### src/sv/assert_macros.svh
// ---------------------------------------------------------------------------
// Assertion macros
// Shared concurrent assertion forms, sampled on i_clk, off while in reset.
// ---------------------------------------------------------------------------
`ifndef ASSERT_MACROS_SVH
`define ASSERT_MACROS_SVH

// label: antecedent implies consequent in the same cycle
`define ASSERT_IMPL(label, ante, cons, msg) \
    label: assert property (@(posedge i_clk) disable iff (!i_rst_n) \
        (ante) |-> (cons)) else $error(msg);

// label: antecedent implies consequent in the next cycle
`define ASSERT_NEXT(label, ante, cons, msg) \
    label: assert property (@(posedge i_clk) disable iff (!i_rst_n) \
        (ante) |=> (cons)) else $error(msg);

`endif

### src/sv/srfc_pkg.sv
// ---------------------------------------------------------------------------
// srfc_pkg
// Types and constants of the serial remote frame controller.
// ---------------------------------------------------------------------------
`timescale 1ns / 1ps

package srfc_pkg;

    localparam int SENT_BYTES  = 2;
    localparam int FRAME_BYTES = 8;
    localparam int REPLY_DEPTH = 6;

    localparam int BP_W  = 10;
    localparam int GAP_W = 16;
    localparam int CMD_W = 8;
    localparam int ET_W  = 16;
    localparam int BI_W  = 7;
    localparam int THR_W = 14;
    localparam int ADDR_W = 4;
    localparam int DATA_W = 32;

    localparam logic [BP_W-1:0]  BIT_PERIOD_RST = 10'd104;
    localparam logic [GAP_W-1:0] SYNC_GAP_RST   = 16'd3000;

    localparam logic [1:0] REG_BIT_PERIOD = 2'd0;
    localparam logic [1:0] REG_SYNC_GAP   = 2'd1;
    localparam logic [1:0] REG_CMD_FIRST  = 2'd2;
    localparam logic [1:0] REG_CMD_SECOND = 2'd3;

    typedef logic [2:0] t_phase;

    localparam t_phase PH_SYNC       = 3'd0;
    localparam t_phase PH_WAIT_FIRST = 3'd1;
    localparam t_phase PH_TX_BIT     = 3'd2;
    localparam t_phase PH_TX_STOP    = 3'd3;
    localparam t_phase PH_WAIT_NEXT  = 3'd4;
    localparam t_phase PH_RX_BIT     = 3'd5;

    typedef logic [7:0] t_byte;

    typedef struct packed {
        logic  drive_strobe;
        logic  drive_value;
        logic  release_strobe;
        logic  frame_done;
        t_byte reply2;
        t_byte reply3;
        t_byte reply4;
        t_byte reply5;
        t_byte reply6;
        t_byte reply7;
    } t_result;

endpackage

### src/sv/serial_remote_frame_controller.sv
// Result: valid in the cycle after its line sample is accepted.
// Throughput: one sample per cycle while the result side does not stall; the
// state update and all threshold compares fit between the sample handshake and the result register.
// Reset (synchronous, active low): registers to defaults, phase to sync
// search, counters and reply store to zero, result register empty.
// ---------------------------------------------------------------------------
// serial_remote_frame_controller
// Bus master that frames two command bytes out and six reply bytes in, timed
// from each start edge in microsecond ticks, with an APB register port.
// ---------------------------------------------------------------------------
`timescale 1ns / 1ps
`include "assert_macros.svh"

module serial_remote_frame_controller (
    input  logic                       i_clk,
    input  logic                       i_rst_n,
    input  logic                       i_valid,
    output logic                       o_stall,
    input  logic                       i_line_level,
    output logic                       o_valid,
    input  logic                       i_stall,
    output logic                       o_drive_strobe,
    output logic                       o_drive_value,
    output logic                       o_release_strobe,
    output logic                       o_frame_done,
    output logic [7:0]                 o_reply_byte2,
    output logic [7:0]                 o_reply_byte3,
    output logic [7:0]                 o_reply_byte4,
    output logic [7:0]                 o_reply_byte5,
    output logic [7:0]                 o_reply_byte6,
    output logic [7:0]                 o_reply_byte7,
    input  logic                       psel,
    input  logic                       penable,
    input  logic                       pwrite,
    input  logic [srfc_pkg::ADDR_W-1:0] paddr,
    input  logic [srfc_pkg::DATA_W-1:0] pwdata,
    output logic [srfc_pkg::DATA_W-1:0] prdata,
    output logic                       pready
);
    import srfc_pkg::*;

    logic [BP_W-1:0]  r_bit_period;
    logic [GAP_W-1:0] r_sync_gap;
    logic [CMD_W-1:0] r_cmd_first;
    logic [CMD_W-1:0] r_cmd_second;

    t_phase           r_phase, n_phase;
    logic [ET_W-1:0]  r_elapsed, n_elapsed, inc_elapsed;
    logic [BI_W-1:0]  r_bit_index, n_bit_index;
    t_byte            r_reply [REPLY_DEPTH];
    t_byte            n_reply [REPLY_DEPTH];

    logic             r_out_valid;
    t_result          r_out, n_out;

    logic             in_acc;
    logic             cfg_wr;
    logic [2:0]       bit_no;
    logic [3:0]       byte_no;
    logic [3:0]       bit_no1;
    logic [3:0]       slot;
    logic [THR_W-1:0] half_bp, tx_thr, rx_thr, stop_thr, next_thr;
    logic             cmd_bit;

    assign pready  = 1'b1;
    assign cfg_wr  = psel && penable && pwrite;
    assign o_stall = r_out_valid && i_stall;
    assign in_acc  = i_valid && !o_stall;

    always_ff @(posedge i_clk) begin
        if (!i_rst_n) begin
            r_bit_period <= BIT_PERIOD_RST;
            r_sync_gap   <= SYNC_GAP_RST;
            r_cmd_first  <= '0;
            r_cmd_second <= '0;
        end else if (cfg_wr) begin
            case (paddr[3:2])
                REG_BIT_PERIOD: r_bit_period <= pwdata[BP_W-1:0];
                REG_SYNC_GAP:   r_sync_gap   <= pwdata[GAP_W-1:0];
                REG_CMD_FIRST:  r_cmd_first  <= pwdata[CMD_W-1:0];
                REG_CMD_SECOND: r_cmd_second <= pwdata[CMD_W-1:0];
                default: ;
            endcase
        end
    end

    always_comb begin
        case (paddr[3:2])
            REG_BIT_PERIOD: prdata = DATA_W'(r_bit_period);
            REG_SYNC_GAP:   prdata = DATA_W'(r_sync_gap);
            REG_CMD_FIRST:  prdata = DATA_W'(r_cmd_first);
            REG_CMD_SECOND: prdata = DATA_W'(r_cmd_second);
            default:        prdata = '0;
        endcase
    end

    assign bit_no   = r_bit_index[2:0];
    assign byte_no  = r_bit_index[BI_W-1:3];
    assign bit_no1  = {1'b0, bit_no} + 4'd1;
    assign slot     = byte_no - 4'(SENT_BYTES);
    assign half_bp  = THR_W'(r_bit_period >> 1);
    assign tx_thr   = THR_W'(bit_no1) * THR_W'(r_bit_period);
    assign rx_thr   = tx_thr + half_bp;
    assign stop_thr = THR_W'(9) * THR_W'(r_bit_period);
    assign next_thr = THR_W'(10) * THR_W'(r_bit_period) - half_bp;

    assign inc_elapsed = (r_elapsed != '1) ? r_elapsed + ET_W'(1) : r_elapsed;

    always_comb begin
        case (byte_no)
            4'd0:    cmd_bit = r_cmd_first[bit_no];
            4'd1:    cmd_bit = r_cmd_second[bit_no];
            default: cmd_bit = 1'b0;
        endcase
    end

    always_comb begin
        n_phase     = r_phase;
        n_elapsed   = inc_elapsed;
        n_bit_index = r_bit_index;
        for (int k = 0; k < REPLY_DEPTH; k++) begin
            n_reply[k] = r_reply[k];
        end
        n_out = '0;

        case (r_phase)
            PH_SYNC: begin
                if (!i_line_level) begin
                    n_elapsed = '0;
                end
                if (n_elapsed > r_sync_gap) begin
                    n_phase = PH_WAIT_FIRST;
                end
            end
            PH_WAIT_FIRST: begin
                if (!i_line_level) begin
                    n_bit_index = '0;
                    n_elapsed   = '0;
                    for (int k = 0; k < REPLY_DEPTH; k++) begin
                        n_reply[k] = '0;
                    end
                    n_phase = PH_TX_BIT;
                end
            end
            PH_TX_BIT: begin
                if (inc_elapsed >= ET_W'(tx_thr)) begin
                    n_out.drive_strobe = 1'b1;
                    n_out.drive_value  = cmd_bit;
                    n_bit_index        = r_bit_index + BI_W'(1);
                    if (bit_no == 3'd7) begin
                        n_phase = PH_TX_STOP;
                    end
                end
            end
            PH_TX_STOP: begin
                if (inc_elapsed >= ET_W'(stop_thr)) begin
                    n_out.release_strobe = 1'b1;
                    n_phase              = PH_WAIT_NEXT;
                end
            end
            PH_WAIT_NEXT: begin
                if (inc_elapsed > ET_W'(next_thr) && !i_line_level) begin
                    n_elapsed = '0;
                    n_phase   = (r_bit_index >= BI_W'(SENT_BYTES * 8)) ? PH_RX_BIT
                                                                      : PH_TX_BIT;
                end
            end
            PH_RX_BIT: begin
                if (inc_elapsed >= ET_W'(rx_thr)) begin
                    if (i_line_level && byte_no >= 4'(SENT_BYTES)
                        && slot < 4'(REPLY_DEPTH)) begin
                        n_reply[slot[2:0]][bit_no] = 1'b1;
                    end
                    n_bit_index = r_bit_index + BI_W'(1);
                    if (bit_no == 3'd7) begin
                        if (n_bit_index >= BI_W'(FRAME_BYTES * 8)) begin
                            n_out.frame_done = 1'b1;
                            n_phase          = PH_SYNC;
                        end else begin
                            n_phase = PH_WAIT_NEXT;
                        end
                    end
                end
            end
            default: begin
                n_phase = PH_SYNC;
            end
        endcase

        if (n_out.frame_done) begin
            n_out.reply2 = n_reply[0];
            n_out.reply3 = n_reply[1];
            n_out.reply4 = n_reply[2];
            n_out.reply5 = n_reply[3];
            n_out.reply6 = n_reply[4];
            n_out.reply7 = n_reply[5];
        end
    end

    always_ff @(posedge i_clk) begin
        if (!i_rst_n) begin
            r_phase     <= PH_SYNC;
            r_elapsed   <= '0;
            r_bit_index <= '0;
            for (int k = 0; k < REPLY_DEPTH; k++) begin
                r_reply[k] <= '0;
            end
        end else if (in_acc) begin
            r_phase     <= n_phase;
            r_elapsed   <= n_elapsed;
            r_bit_index <= n_bit_index;
            for (int k = 0; k < REPLY_DEPTH; k++) begin
                r_reply[k] <= n_reply[k];
            end
        end
    end

    always_ff @(posedge i_clk) begin
        if (!i_rst_n) begin
            r_out_valid <= 1'b0;
        end else if (in_acc) begin
            r_out_valid <= 1'b1;
        end else if (!i_stall) begin
            r_out_valid <= 1'b0;
        end
    end

    always_ff @(posedge i_clk) begin
        if (in_acc) begin
            r_out <= n_out;
        end
    end

    assign o_valid          = r_out_valid;
    assign o_drive_strobe   = r_out.drive_strobe;
    assign o_drive_value    = r_out.drive_value;
    assign o_release_strobe = r_out.release_strobe;
    assign o_frame_done     = r_out.frame_done;
    assign o_reply_byte2    = r_out.reply2;
    assign o_reply_byte3    = r_out.reply3;
    assign o_reply_byte4    = r_out.reply4;
    assign o_reply_byte5    = r_out.reply5;
    assign o_reply_byte6    = r_out.reply6;
    assign o_reply_byte7    = r_out.reply7;

    `ASSERT_IMPL(a_done_exclusive, o_valid && o_frame_done, !o_drive_strobe && !o_release_strobe, "frame done with drive or release")
    `ASSERT_IMPL(a_reply_quiet, o_valid && !o_frame_done, o_reply_byte2 == '0 && o_reply_byte7 == '0, "reply bytes outside frame done")
    `ASSERT_NEXT(a_result_follows, in_acc, o_valid, "accepted sample gave no result")
    `ASSERT_IMPL(a_done_to_sync, o_valid && o_frame_done && $past(in_acc), r_phase == PH_SYNC, "frame done without return to sync search")

endmodule

### config.mk
export PLATFORM = sky130hd
export DESIGN_NAME = serial_remote_frame_controller
export DESIGN_NICKNAME = d
export VERILOG_FILES = /design/src/sv/srfc_pkg.sv /design/src/sv/serial_remote_frame_controller.sv
export VERILOG_INCLUDE_DIRS = /design/src /design/src/sv
export SDC_FILE = /design/constraint.sdc
export NUM_CORES = 1
export LEC_CHECK = 0
export BUFFER_PORTS_ARGS = -buffer_cell sky130_fd_sc_hd__buf_4
export CAP_MARGIN = 30
export CORE_UTILIZATION = 50
export DETAILED_ROUTE_END_ITERATION = 16
export PLACE_DENSITY = 0.7
export SLEW_MARGIN = 30
export SYNTH_ARGS = -nofsm -noshare
export SYNTH_HDL_FRONTEND = slang
export SYNTH_SLANG_ARGS = --single-unit
export TNS_END_PERCENT = 50
### constraint.sdc
create_clock -name i_clk -period 7.28 [get_ports i_clk]
set_input_delay 0.728 -clock i_clk [delete_from_list [all_inputs] [get_ports i_clk]]
set_output_delay 0.728 -clock i_clk [all_outputs]
set_load 0.05 [all_outputs]
==> results of run 1 <==
[worst paths after layout]
check | depth (start not counted) | from | endpoint | slack [ps]
hold / removal | 2 | r_sync_gap[10]$_SDFFE_PN0P_ | r_sync_gap[10]$_SDFFE_PN0P_ | 470
setup / recovery | 30 | r_bit_index[1]$_SDFFE_PN0P_ | o_reply_byte2[0]$_SDFFCE_PN0P_ | 370
setup reg to reg | 30 | r_bit_index[1]$_SDFFE_PN0P_ | o_reply_byte2[0]$_SDFFCE_PN0P_ | 370
hold reg to reg | 2 | r_sync_gap[10]$_SDFFE_PN0P_ | r_sync_gap[10]$_SDFFE_PN0P_ | 470
[power groups by stage]
stage	combinational [mW]	clock [mW]	sequential [mW]
after floorplan	0.247	0	1.14
after global placement	0.382	0	1.10
after detailed placement	0.394	0	1.10
after CTS	0.397	0.925	1.08
after global routing	0.439	0.962	1.08
final	0.400	0.918	1.08
[critical path: cells and delay by family, from the launching register on]
family,cells,cell delay [ps]
adders and majority gates,7,2770
and+or+nand+nor,9,1540
AOI/OAI and AO/OA,8,1340
buffers and inverters,4,450
DFF,1,360
xor gates and xnor gates,2,270
[flip-flops by register name, summed over array words and instances (netlist names)]
signal            flops
o_drive_strobe        1
o_drive_value         1
o_frame_done          1
o_release_strobe      1
o_reply_byte2         8
o_reply_byte3         8
o_reply_byte4         8
o_reply_byte5         8
o_reply_byte6         8
o_reply_byte7         8
o_valid               1
r_bit_index           7
r_bit_period         10
r_cmd_first           8
r_cmd_second          8
r_elapsed            16
r_phase               3
r_reply              48
r_sync_gap           16
[cells in the final DEF, fill, tap and decap left out, types with 25 or more instances in the layout]
cell,instances
a22oi_1,48
dfxtp_1,69
nand3_1,34
edfxtp_1,100
and2_1,32
buf_4,128
o21ai_0,48
a21oi_1,65
nor2_1,171
ha_1,145
inv_1,112
xnor2_1,31
nand2_1,103
mux2i_1,25
[metrics by stage]
stage,TNS [ps],area (um^2),cells,hold slack (ps)
after global placement,0,13300,1723,460
after detailed placement,0,13300,1723,461
after CTS,0,13900,1755,475
after global routing,-36.9,13900,1755,495
after floorplan,0,12300,1353,445
final,0,13900,1755,475
[cells by family (layout without fill, tap and decap cells)]
family | count (synthesis) | after routing | share of synthesized area, %
flops | 169 | 169 | 35.9
xor+xnor | 54 | 54 | 3.87
buf+inv | 191 | 274 | 6.49
simple gates | 453 | 453 | 17.5
other cells | 2 | 17 | 0.0615
fa+ha+maj | 165 | 165 | 18.1
mux | 33 | 33 | 3.53
compound gates | 271 | 271 | 14.5
[area by class of cell]
class                           count  share of cell area, %
Clock buffer                       17                   3.05
Multi-Input combinational cell    993                   51.3
Clock inverter                     15                   1.28
Timing Repair Buffer              129                   7.04
Tap cell                          319                   2.86
Inverter                          113                   3.06
Sequential cell                   169                   31.4
[routing by layer]
layer	vias up	track usage, %	routed length, um
met3	54	4.41	2030
met4	0	8.93	826
li1	4860	-	-
met1	4822	34.7	13900
met5	-	0	0
met2	357	43.2	15100
==> run_results.csv, run 1 <==
group,metric,value,unit
status,status,"complete, no violations",
synth,yosysTopAreaCell,"edfxtp_1",
cells_and_area,multiInputGateArea,7150,um^2
power_and_ir_drop,p_int,1.68,mW
detailed_routing,drc,0,
grt,grt_first_pass_wirelength,50000,um
floorplan,std_cell_rows,56,
floorplan,ios,131,
floorplan,die_y,158,um
cells_and_area,post-route-util,58.9,%
clock_tree,cts_htree_levels,4,
detailed_routing,drt_iter0_drc,831,
clock_tree,cts_made_buffers,17,
placed_design,place_ws,336,ps
clock_tree,cts_tree,"done",
setup_path,crit_arrival,7200,ps
power_and_ir_drop,leakage,6.22,nW
power_and_ir_drop,power.switching,0.713,mW
cells_and_area,seqCellArea,4380,um^2
grt,first_global_vias,9521,
run,max-cap-violations,0,
synth,synth_area,12200,um^2
detailed_routing,drt_wl_total,31800,um
cells_and_area,fill_cells,2115,
timing,slew_headroom,31.9,%
placed_design,hpwlAfterDp,23600,um
cells_and_area,drive_above_1_share,13.9,%
timing,worstMarginPinSlew,1020,ps
power_and_ir_drop,clockPowerShare,38.3,%
cells_and_area,final_nets,1632,
clock_tree,clock_path_buffers,2,
power_and_ir_drop,power,2.39,mW
synth,yosysWarnings,0,
floorplan,die-area,25000,um^2
cells_and_area,antenna-diode-count,0,
synth,synth_edf_count,100,
synth,synth_cells,1338,
setup_path,timing.critical_path.mode_cell,"ha_1",
setup_path,end_kind,"flip-flop",
detailed_routing,drt.antenna.violating_nets,0,
timing,timing.fmax,145,MHz
detailed_routing,via_per_inst,5.75,
cells_and_area,syn2layout_area_growth,14.2,%
synth,synth_ff_type,"edfxtp_1",
clock_tree,clkSlewWorstSetupHoldPaths,70,ps
setup_path,crit_path_top_delay_cell,"fa_1",
synth,syn_avg_cell_area,9.12,um^2
placed_design,gp_congestion,0.879,
clock_tree,cts.sinks,169,
power_and_ir_drop,p_seq_share,45.0,%
power_and_ir_drop,worst_ir_drop_vdd,0.000177,V
synth,async_flop_share,0,%
clock_tree,clock_latency,440,ps
synth,synth-seq-cells,169,
synth,synth_cell_type_count,69,
timing,finalCritPeriodShare,94.9,%
detailed_routing,drtPass1Iterations,6,
detailed_routing,dr_total_vias,10093,
clock_tree,post_cts_buffers,0,
synth,yosysMostFrequentCell,"nor2_1",
floorplan,core_area,23700,um^2
setup_path,cp_max_fo,8,
detailed_routing,post_drt_wl_per_cell,18.1,um
synth,synth_area_leaders,"edfxtp_1 (25%), ha_1 (15%), dfxtp_1 (11%)",
synth,yosys-top-cells-count,"nor2_1 (172), ha_1 (145), inv_1 (113)",
clock_tree,hold_buffers,0,
power_and_ir_drop,switching_share,29.8,%
floorplan,fp.dieW,158,um
clock_tree,postCtsResizedCells,0,
timing,setup_viol,0,
timing,hold_violations,0,
timing,post-route-min-period,6910,ps
power_and_ir_drop,p_per_area,172,nW/um^2
setup_path,worst-endpoint-required,7570,ps
grt,grt_start_max_net_pins,57,
grt,grt-ovfl-total,0,
worst_hold_path,hold_class,"flip-flop to flip-flop",
clock_tree,cts_root_buf,"clkbuf_16",
placed_design,io_buffers,95,
grt,grtUsageTotal,26.2,%
setup_path,start_kind,"flip-flop",
timing,rsz0062_at_grt,"yes",
setup_path,critical_path_class,"flip-flop to flip-flop",
floorplan,initial_core_util,51.5,%
timing,worst_slack,370,ps
power_and_ir_drop,combPwrFrac,16.7,%
grt,antenna_found_initial,0,
setup_path,crit_path_max_incr_delay,570,ps
timing,skew,10.4,ps
timing,slew_viol_final,0,
synth,ys_seq_area_share,35.9,%
synth,yosys.area.top_type_share,24.6,%
No activity file was read; power rests on OpenSTA's default activity.
==> run 2: changes to the inputs <==
- CORE_UTILIZATION: 50 -> 43
- PLACE_DENSITY: 0.7 -> default
==> run 2 against run 1 <==
Sequential share of layout area fell by 0.49 points. Core utilization fell by 8.0 points. Design area grew 1.6%. Clock power increased by 4.8%. Critical path depth unchanged. Register-to-register slack is essentially flat. Maximum frequency barely moved. Die area is 16% higher. Non-clock buffer count grew 11. Clock skew is 18 ps higher. Sequential cell count unchanged. Largest cell class unchanged.
==> run_results.csv, run 2 (synthesis gave the netlist of run 1 again) <==
group,metric,value,unit
setup_path,end_kind,"flip-flop",
timing,worstMarginPinSlew,921,ps
power_and_ir_drop,power.switching,0.749,mW
grt,grt-ovfl-total,0,
floorplan,die_y,170,um
setup_path,critical_path_class,"flip-flop to flip-flop",
power_and_ir_drop,switching_share,30.6,%
setup_path,worst-endpoint-required,7460,ps
clock_tree,cts_root_buf,"clkbuf_16",
power_and_ir_drop,p_seq_share,44.0,%
cells_and_area,top_register,"r_reply",
setup_path,crit_arrival,7090,ps
worst_hold_path,hold_class,"flip-flop to flip-flop",
timing,finalCritPeriodShare,94.9,%
floorplan,initial_core_util,43.8,%
floorplan,core_area,27900,um^2
clock_tree,hold_buffers,0,
placed_design,hpwlAfterDp,24600,um
timing,timing.fmax,145,MHz
floorplan,std_cell_rows,61,
grt,grtUsageTotal,23.2,%
detailed_routing,drt.antenna.violating_nets,0,
placed_design,gp_congestion,0.875,
grt,antenna_found_initial,0,
setup_path,start_kind,"flip-flop",
timing,setup_viol,0,
cells_and_area,final_nets,1643,
grt,first_global_vias,9457,
setup_path,crit_path_top_delay_cell,"fa_1",
power_and_ir_drop,worst_ir_drop_vdd,0.000148,V
timing,slew_headroom,38.3,%
floorplan,die-area,29100,um^2
placed_design,place_ws,249,ps
clock_tree,cts_htree_levels,4,
detailed_routing,drtPass1Iterations,5,
clock_tree,clock_latency,450,ps
detailed_routing,drc,0,
detailed_routing,drt_iter0_drc,800,
detailed_routing,via_per_inst,5.49,
grt,grt_first_pass_wirelength,51300,um
power_and_ir_drop,p_per_area,173,nW/um^2
timing,skew,28.6,ps
cells_and_area,reg_top3,"r_reply x48, r_elapsed x16, r_sync_gap x16",
status,status,"complete, no violations",
clock_tree,cts_made_buffers,17,
clock_tree,clkSlewWorstSetupHoldPaths,70,ps
detailed_routing,dr_total_vias,10024,
cells_and_area,largest_register_ff_count,48,
clock_tree,cts.sinks,169,
timing,post-route-min-period,6910,ps
timing,slew_viol_final,0,
power_and_ir_drop,p_int,1.70,mW
power_and_ir_drop,combPwrFrac,16.7,%
placed_design,io_buffers,95,
setup_path,cp_max_fo,8,
clock_tree,cts_tree,"done",
setup_path,crit_path_max_incr_delay,570,ps
power_and_ir_drop,leakage,6.30,nW
detailed_routing,drt_wl_total,32600,um
cells_and_area,fin_area,14200,um^2
cells_and_area,antenna-diode-count,0,
timing,rsz0062_at_grt,"no",
cells_and_area,syn2layout_area_growth,16.1,%
floorplan,fp.dieW,170,um
grt,grt_start_max_net_pins,57,
cells_and_area,mostFrequentLayoutCells,"nor2_1 (170), ha_1 (144), buf_4 (138)",
power_and_ir_drop,clockPowerShare,39.3,%
cells_and_area,drive_above_1_share,14.9,%
clock_tree,clock_path_buffers,2,
timing,hold_violations,0,
timing,fin_tns_setup,0,ps
detailed_routing,post_drt_wl_per_cell,17.9,um
timing,worst_slack,370,ps
cells_and_area,final_common_cell,"nor2_1",
floorplan,ios,131,
placed_design,placed_cell_area,13500,um^2
run,max-cap-violations,0,
## run 2: power by group through the flow
stage	sequential (mW)	clock [mW]	combinational, mW
global placement	1.10	0	0.396
floorplan	1.14	0	0.247
global route	1.08	1.02	0.449
detailed placement	1.10	0	0.406
finish	1.08	0.962	0.410
CTS	1.08	0.979	0.408
## run 2: worst max-delay path, delay by kind of cell (launching register included)
| family | cells | cell delay, ps |
|---|---|---|
| AO/OA/AOI/OAI | 10 | 1660 |
| adder cells (fa/ha/maj) | 7 | 2790 |
| buffers and inverters | 3 | 330 |
| flip-flops | 1 | 350 |
| AND/OR/NAND/NOR | 8 | 1160 |
| XOR/XNOR | 2 | 380 |
## run 2: area by class of cell
cell class	instances	area (um^2)
fillers	2654	13700
repair buffers	140	1080
flip-flops and latches	169	4390
clock buffers	17	425
inverters	113	424
multi-input cells	993	7180
clock inverters	15	208
well taps	378	473
## run 2: through the flow
step	util (%)	power (mW)	instances	hold slack, ps
floorplan	-	1.39	1353	445
global placement	48.3	1.49	1792	457
detailed placement	48.3	1.50	1792	463
CTS	50.6	2.46	1824	474
global route	50.9	2.55	1825	489
finish	50.9	2.45	1825	474
## run 2: metal layers
layer	routed length, um	part of all wire, %	vias to the layer above	GRT usage, %
met1	15100	46	4816	31.7
met3	1600	4.9	31	3.72
met4	473	1.5	0	5.29
met5	0	0	-	0
li1	-	-	4884	-
met2	15400	47	293	38.2
## run 2: what timing repair did
action                     in CTS  in global routing
setup endpoints to repair       0                 99
resized for setup               0                 18
setup buffers                   0                  1
## run 2: final timing paths
| path | cells past startpoint | slack (ps) | start | endpoint |
|---|---|---|---|---|
| max reg2reg | 30 | 370 | r_bit_index[0]$_SDFFE_PN0P_ | o_reply_byte4[6]$_SDFFCE_PN0P_ |
| max | 30 | 370 | r_bit_index[0]$_SDFFE_PN0P_ | o_reply_byte4[6]$_SDFFCE_PN0P_ |
| min reg2reg | 2 | 470 | r_sync_gap[2]$_SDFFE_PN0P_ | r_sync_gap[2]$_SDFFE_PN0P_ |
| min | 2 | 470 | r_sync_gap[2]$_SDFFE_PN0P_ | r_sync_gap[2]$_SDFFE_PN0P_ |
==> run 3: changes to the inputs <==
- BUFFER_PORTS_ARGS: -buffer_cell sky130_fd_sc_hd__buf_4 -> -buffer_cell sky130_fd_sc_hd__buf_2
==> run 3 against run 2 <==
Sequential share of layout area rose by 0.46 points. Register-to-register slack improved by 120 ps. Worst hold slack got worse by 4.6 ps. Design area fell by 1.5%. Power fell by 2.2%. Combinational power fell by 4%. Maximum frequency rose by 1.8%. Clock skew fell by 20 ps. Sequential cell count did not move. Clock power fell by 3.7%. Critical path depth did not move. First-iteration DRC count fell by 7.4%.
==> run_results.csv, run 3 (synthesis gave the netlist of run 1 again) <==
group,metric,value,unit
clock_tree,clock_path_buffers,2,
cells_and_area,seqCellArea,4380,um^2
cells_and_area,top_register,"r_reply",
cells_and_area,largest_register_ff_count,48,
timing,rsz0062_at_grt,"no",
timing,skew,8.46,ps
placed_design,place_inst,1804,
power_and_ir_drop,leakage,6.29,nW
power_and_ir_drop,worst_ir_drop_vdd,0.000118,V
clock_tree,cts_made_buffers,17,
clock_tree,clock_latency,430,ps
grt,antenna_found_initial,0,
timing,hold_violations,0,
timing,slew_viol_final,0,
detailed_routing,post_drt_wl_per_cell,17.5,um
cells_and_area,final_common_cell,"nor2_1",
detailed_routing,drc,0,
status,status,"complete, no violations",
cells_and_area,final_nets,1656,
cells_and_area,syn2layout_area_growth,14.4,%
grt,grt-ovfl-total,0,
cells_and_area,fill_cells,2623,
detailed_routing,via_per_inst,5.40,
floorplan,std_cell_rows,61,
timing,post-route-min-period,6790,ps
timing,setup_viol,0,
clock_tree,cts.sinks,169,
placed_design,gp_congestion,0.863,
cells_and_area,mostFrequentLayoutCells,"nor2_1 (172), ha_1 (145), inv_1 (112)",
grt,grtUsageTotal,23.0,%
setup_path,crit_path_max_incr_delay,570,ps
detailed_routing,drt_wl_total,32200,um
cells_and_area,fin_cells,1838,
placed_design,io_buffers,95,
floorplan,initial_core_util,43.8,%
cells_and_area,antenna-diode-count,0,
detailed_routing,drtPass1Iterations,5,
clock_tree,cts_root_buf,"clkbuf_16",
floorplan,die-area,29100,um^2
floorplan,ios,131,
cells_and_area,reg_top3,"r_reply x48, r_elapsed x16, r_sync_gap x16",
setup_path,crit_path_top_delay_cell,"fa_1",
grt,grt_start_max_net_pins,57,
run,max-cap-violations,0,
timing,slew_headroom,29.4,%
setup_path,end_kind,"flip-flop",
clock_tree,clkSlewWorstSetupHoldPaths,80,ps
floorplan,die_y,170,um
setup_path,timing.critical_path.mode_cell,"ha_1",
timing,finalCritPeriodShare,93.2,%
setup_path,start_kind,"flip-flop",
grt,grt_first_pass_wirelength,51100,um
cells_and_area,multiInputGateArea,7140,um^2
power_and_ir_drop,p_per_area,172,nW/um^2
worst_hold_path,hold_class,"flip-flop to flip-flop",
floorplan,core_area,27900,um^2
detailed_routing,drt_iter0_drc,741,
clock_tree,cts_tree,"done",
detailed_routing,dr_total_vias,9933,
setup_path,crit_arrival,6970,ps
timing,fin_tns_setup,0,ps
timing,timing.fmax,147,MHz
setup_path,cp_max_fo,8,
floorplan,fp.dieW,170,um
cells_and_area,drive_above_1_share,14.7,%
setup_path,critical_path_class,"flip-flop to flip-flop",
setup_path,worst-endpoint-required,7460,ps
placed_design,hpwlAfterDp,24200,um
timing,worstMarginPinSlew,1060,ps
detailed_routing,drt.antenna.violating_nets,0,
clock_tree,hold_buffers,0,
clock_tree,cts_htree_levels,4,
grt,first_global_vias,9381,
[run 3: changes by cell type in the layout (fill, tap and decap cells not counted), sizes merged]
cell | previous run | this run
bufinv | 1 | 0
inv | 122 | 123
buf | 140 | 153
[run 3: layout make-up]
class | instances | share of cell area (%)
clock buffer | 17 | 3.05
clock inverter | 15 | 1.30
inverter | 113 | 3.04
multi-input combinational | 993 | 51.1
sequential | 169 | 31.4
tap | 378 | 3.39
timing repair buffer | 153 | 6.70
[run 3: timing repair]
action                     CTS  global route
hold endpoints to repair     0             0
gates resized for setup      0             9
buffers inserted             0             2
setup endpoints to repair    0            98
[run 3: routing by layer]
layer | share of wire [%] | routed length [um] | up-vias | global-route usage (%)
met1 | 48 | 15400 | 4713 | 32.3
met4 | 1.7 | 537 | 0 | 5.68
met3 | 4.7 | 1500 | 35 | 3.56
met5 | 0 | 0 | - | 0
li1 | - | - | 4904 | -
met2 | 46 | 14800 | 281 | 36.8
[run 3: worst max-delay path, delay by kind of cell, from the launching register on]
family | cells | cell delay, ps
XOR/XNOR | 2 | 280
AND/OR/NAND/NOR | 9 | 1240
AO/OA/AOI/OAI | 8 | 1470
adder cells (fa/ha/maj) | 7 | 2730
flip-flops | 1 | 350
buffers and inverters | 4 | 470
[run 3: final timing paths]
kind | to | slack (ps) | cells after the start | start
hold reg to reg | r_sync_gap[10]$_SDFFE_PN0P_ | 470 | 2 | r_sync_gap[10]$_SDFFE_PN0P_
setup reg to reg | o_reply_byte2[7]$_SDFFCE_PN0P_ | 490 | 30 | r_bit_index[1]$_SDFFE_PN0P_
setup / recovery | o_reply_byte2[7]$_SDFFCE_PN0P_ | 490 | 30 | r_bit_index[1]$_SDFFE_PN0P_
hold / removal | r_sync_gap[10]$_SDFFE_PN0P_ | 470 | 2 | r_sync_gap[10]$_SDFFE_PN0P_
[run 3: power by group]
part | internal, mW | total (mW) | switching [mW]
Sequential | 1.05 | 1.07 | 0.0203
Combinational | 0.126 | 0.395 | 0.269
Clock | 0.470 | 0.926 | 0.456
[run 3: stage by stage]
stage          instance area [um^2]  power [mW]  util [%]  worst slack [ps]  hold slack, ps
4_1_cts                       13900        2.41      50.0               168             470
2_1_floorplan                 12300        1.39         -               809             445
6_report                      14000        2.39      50.1               492             470
3_3_place_gp                  13300        1.48      47.8               284             456
5_1_grt                       14000        2.49      50.1              20.3             501
3_5_place_dp                  13300        1.49      47.8               226             459
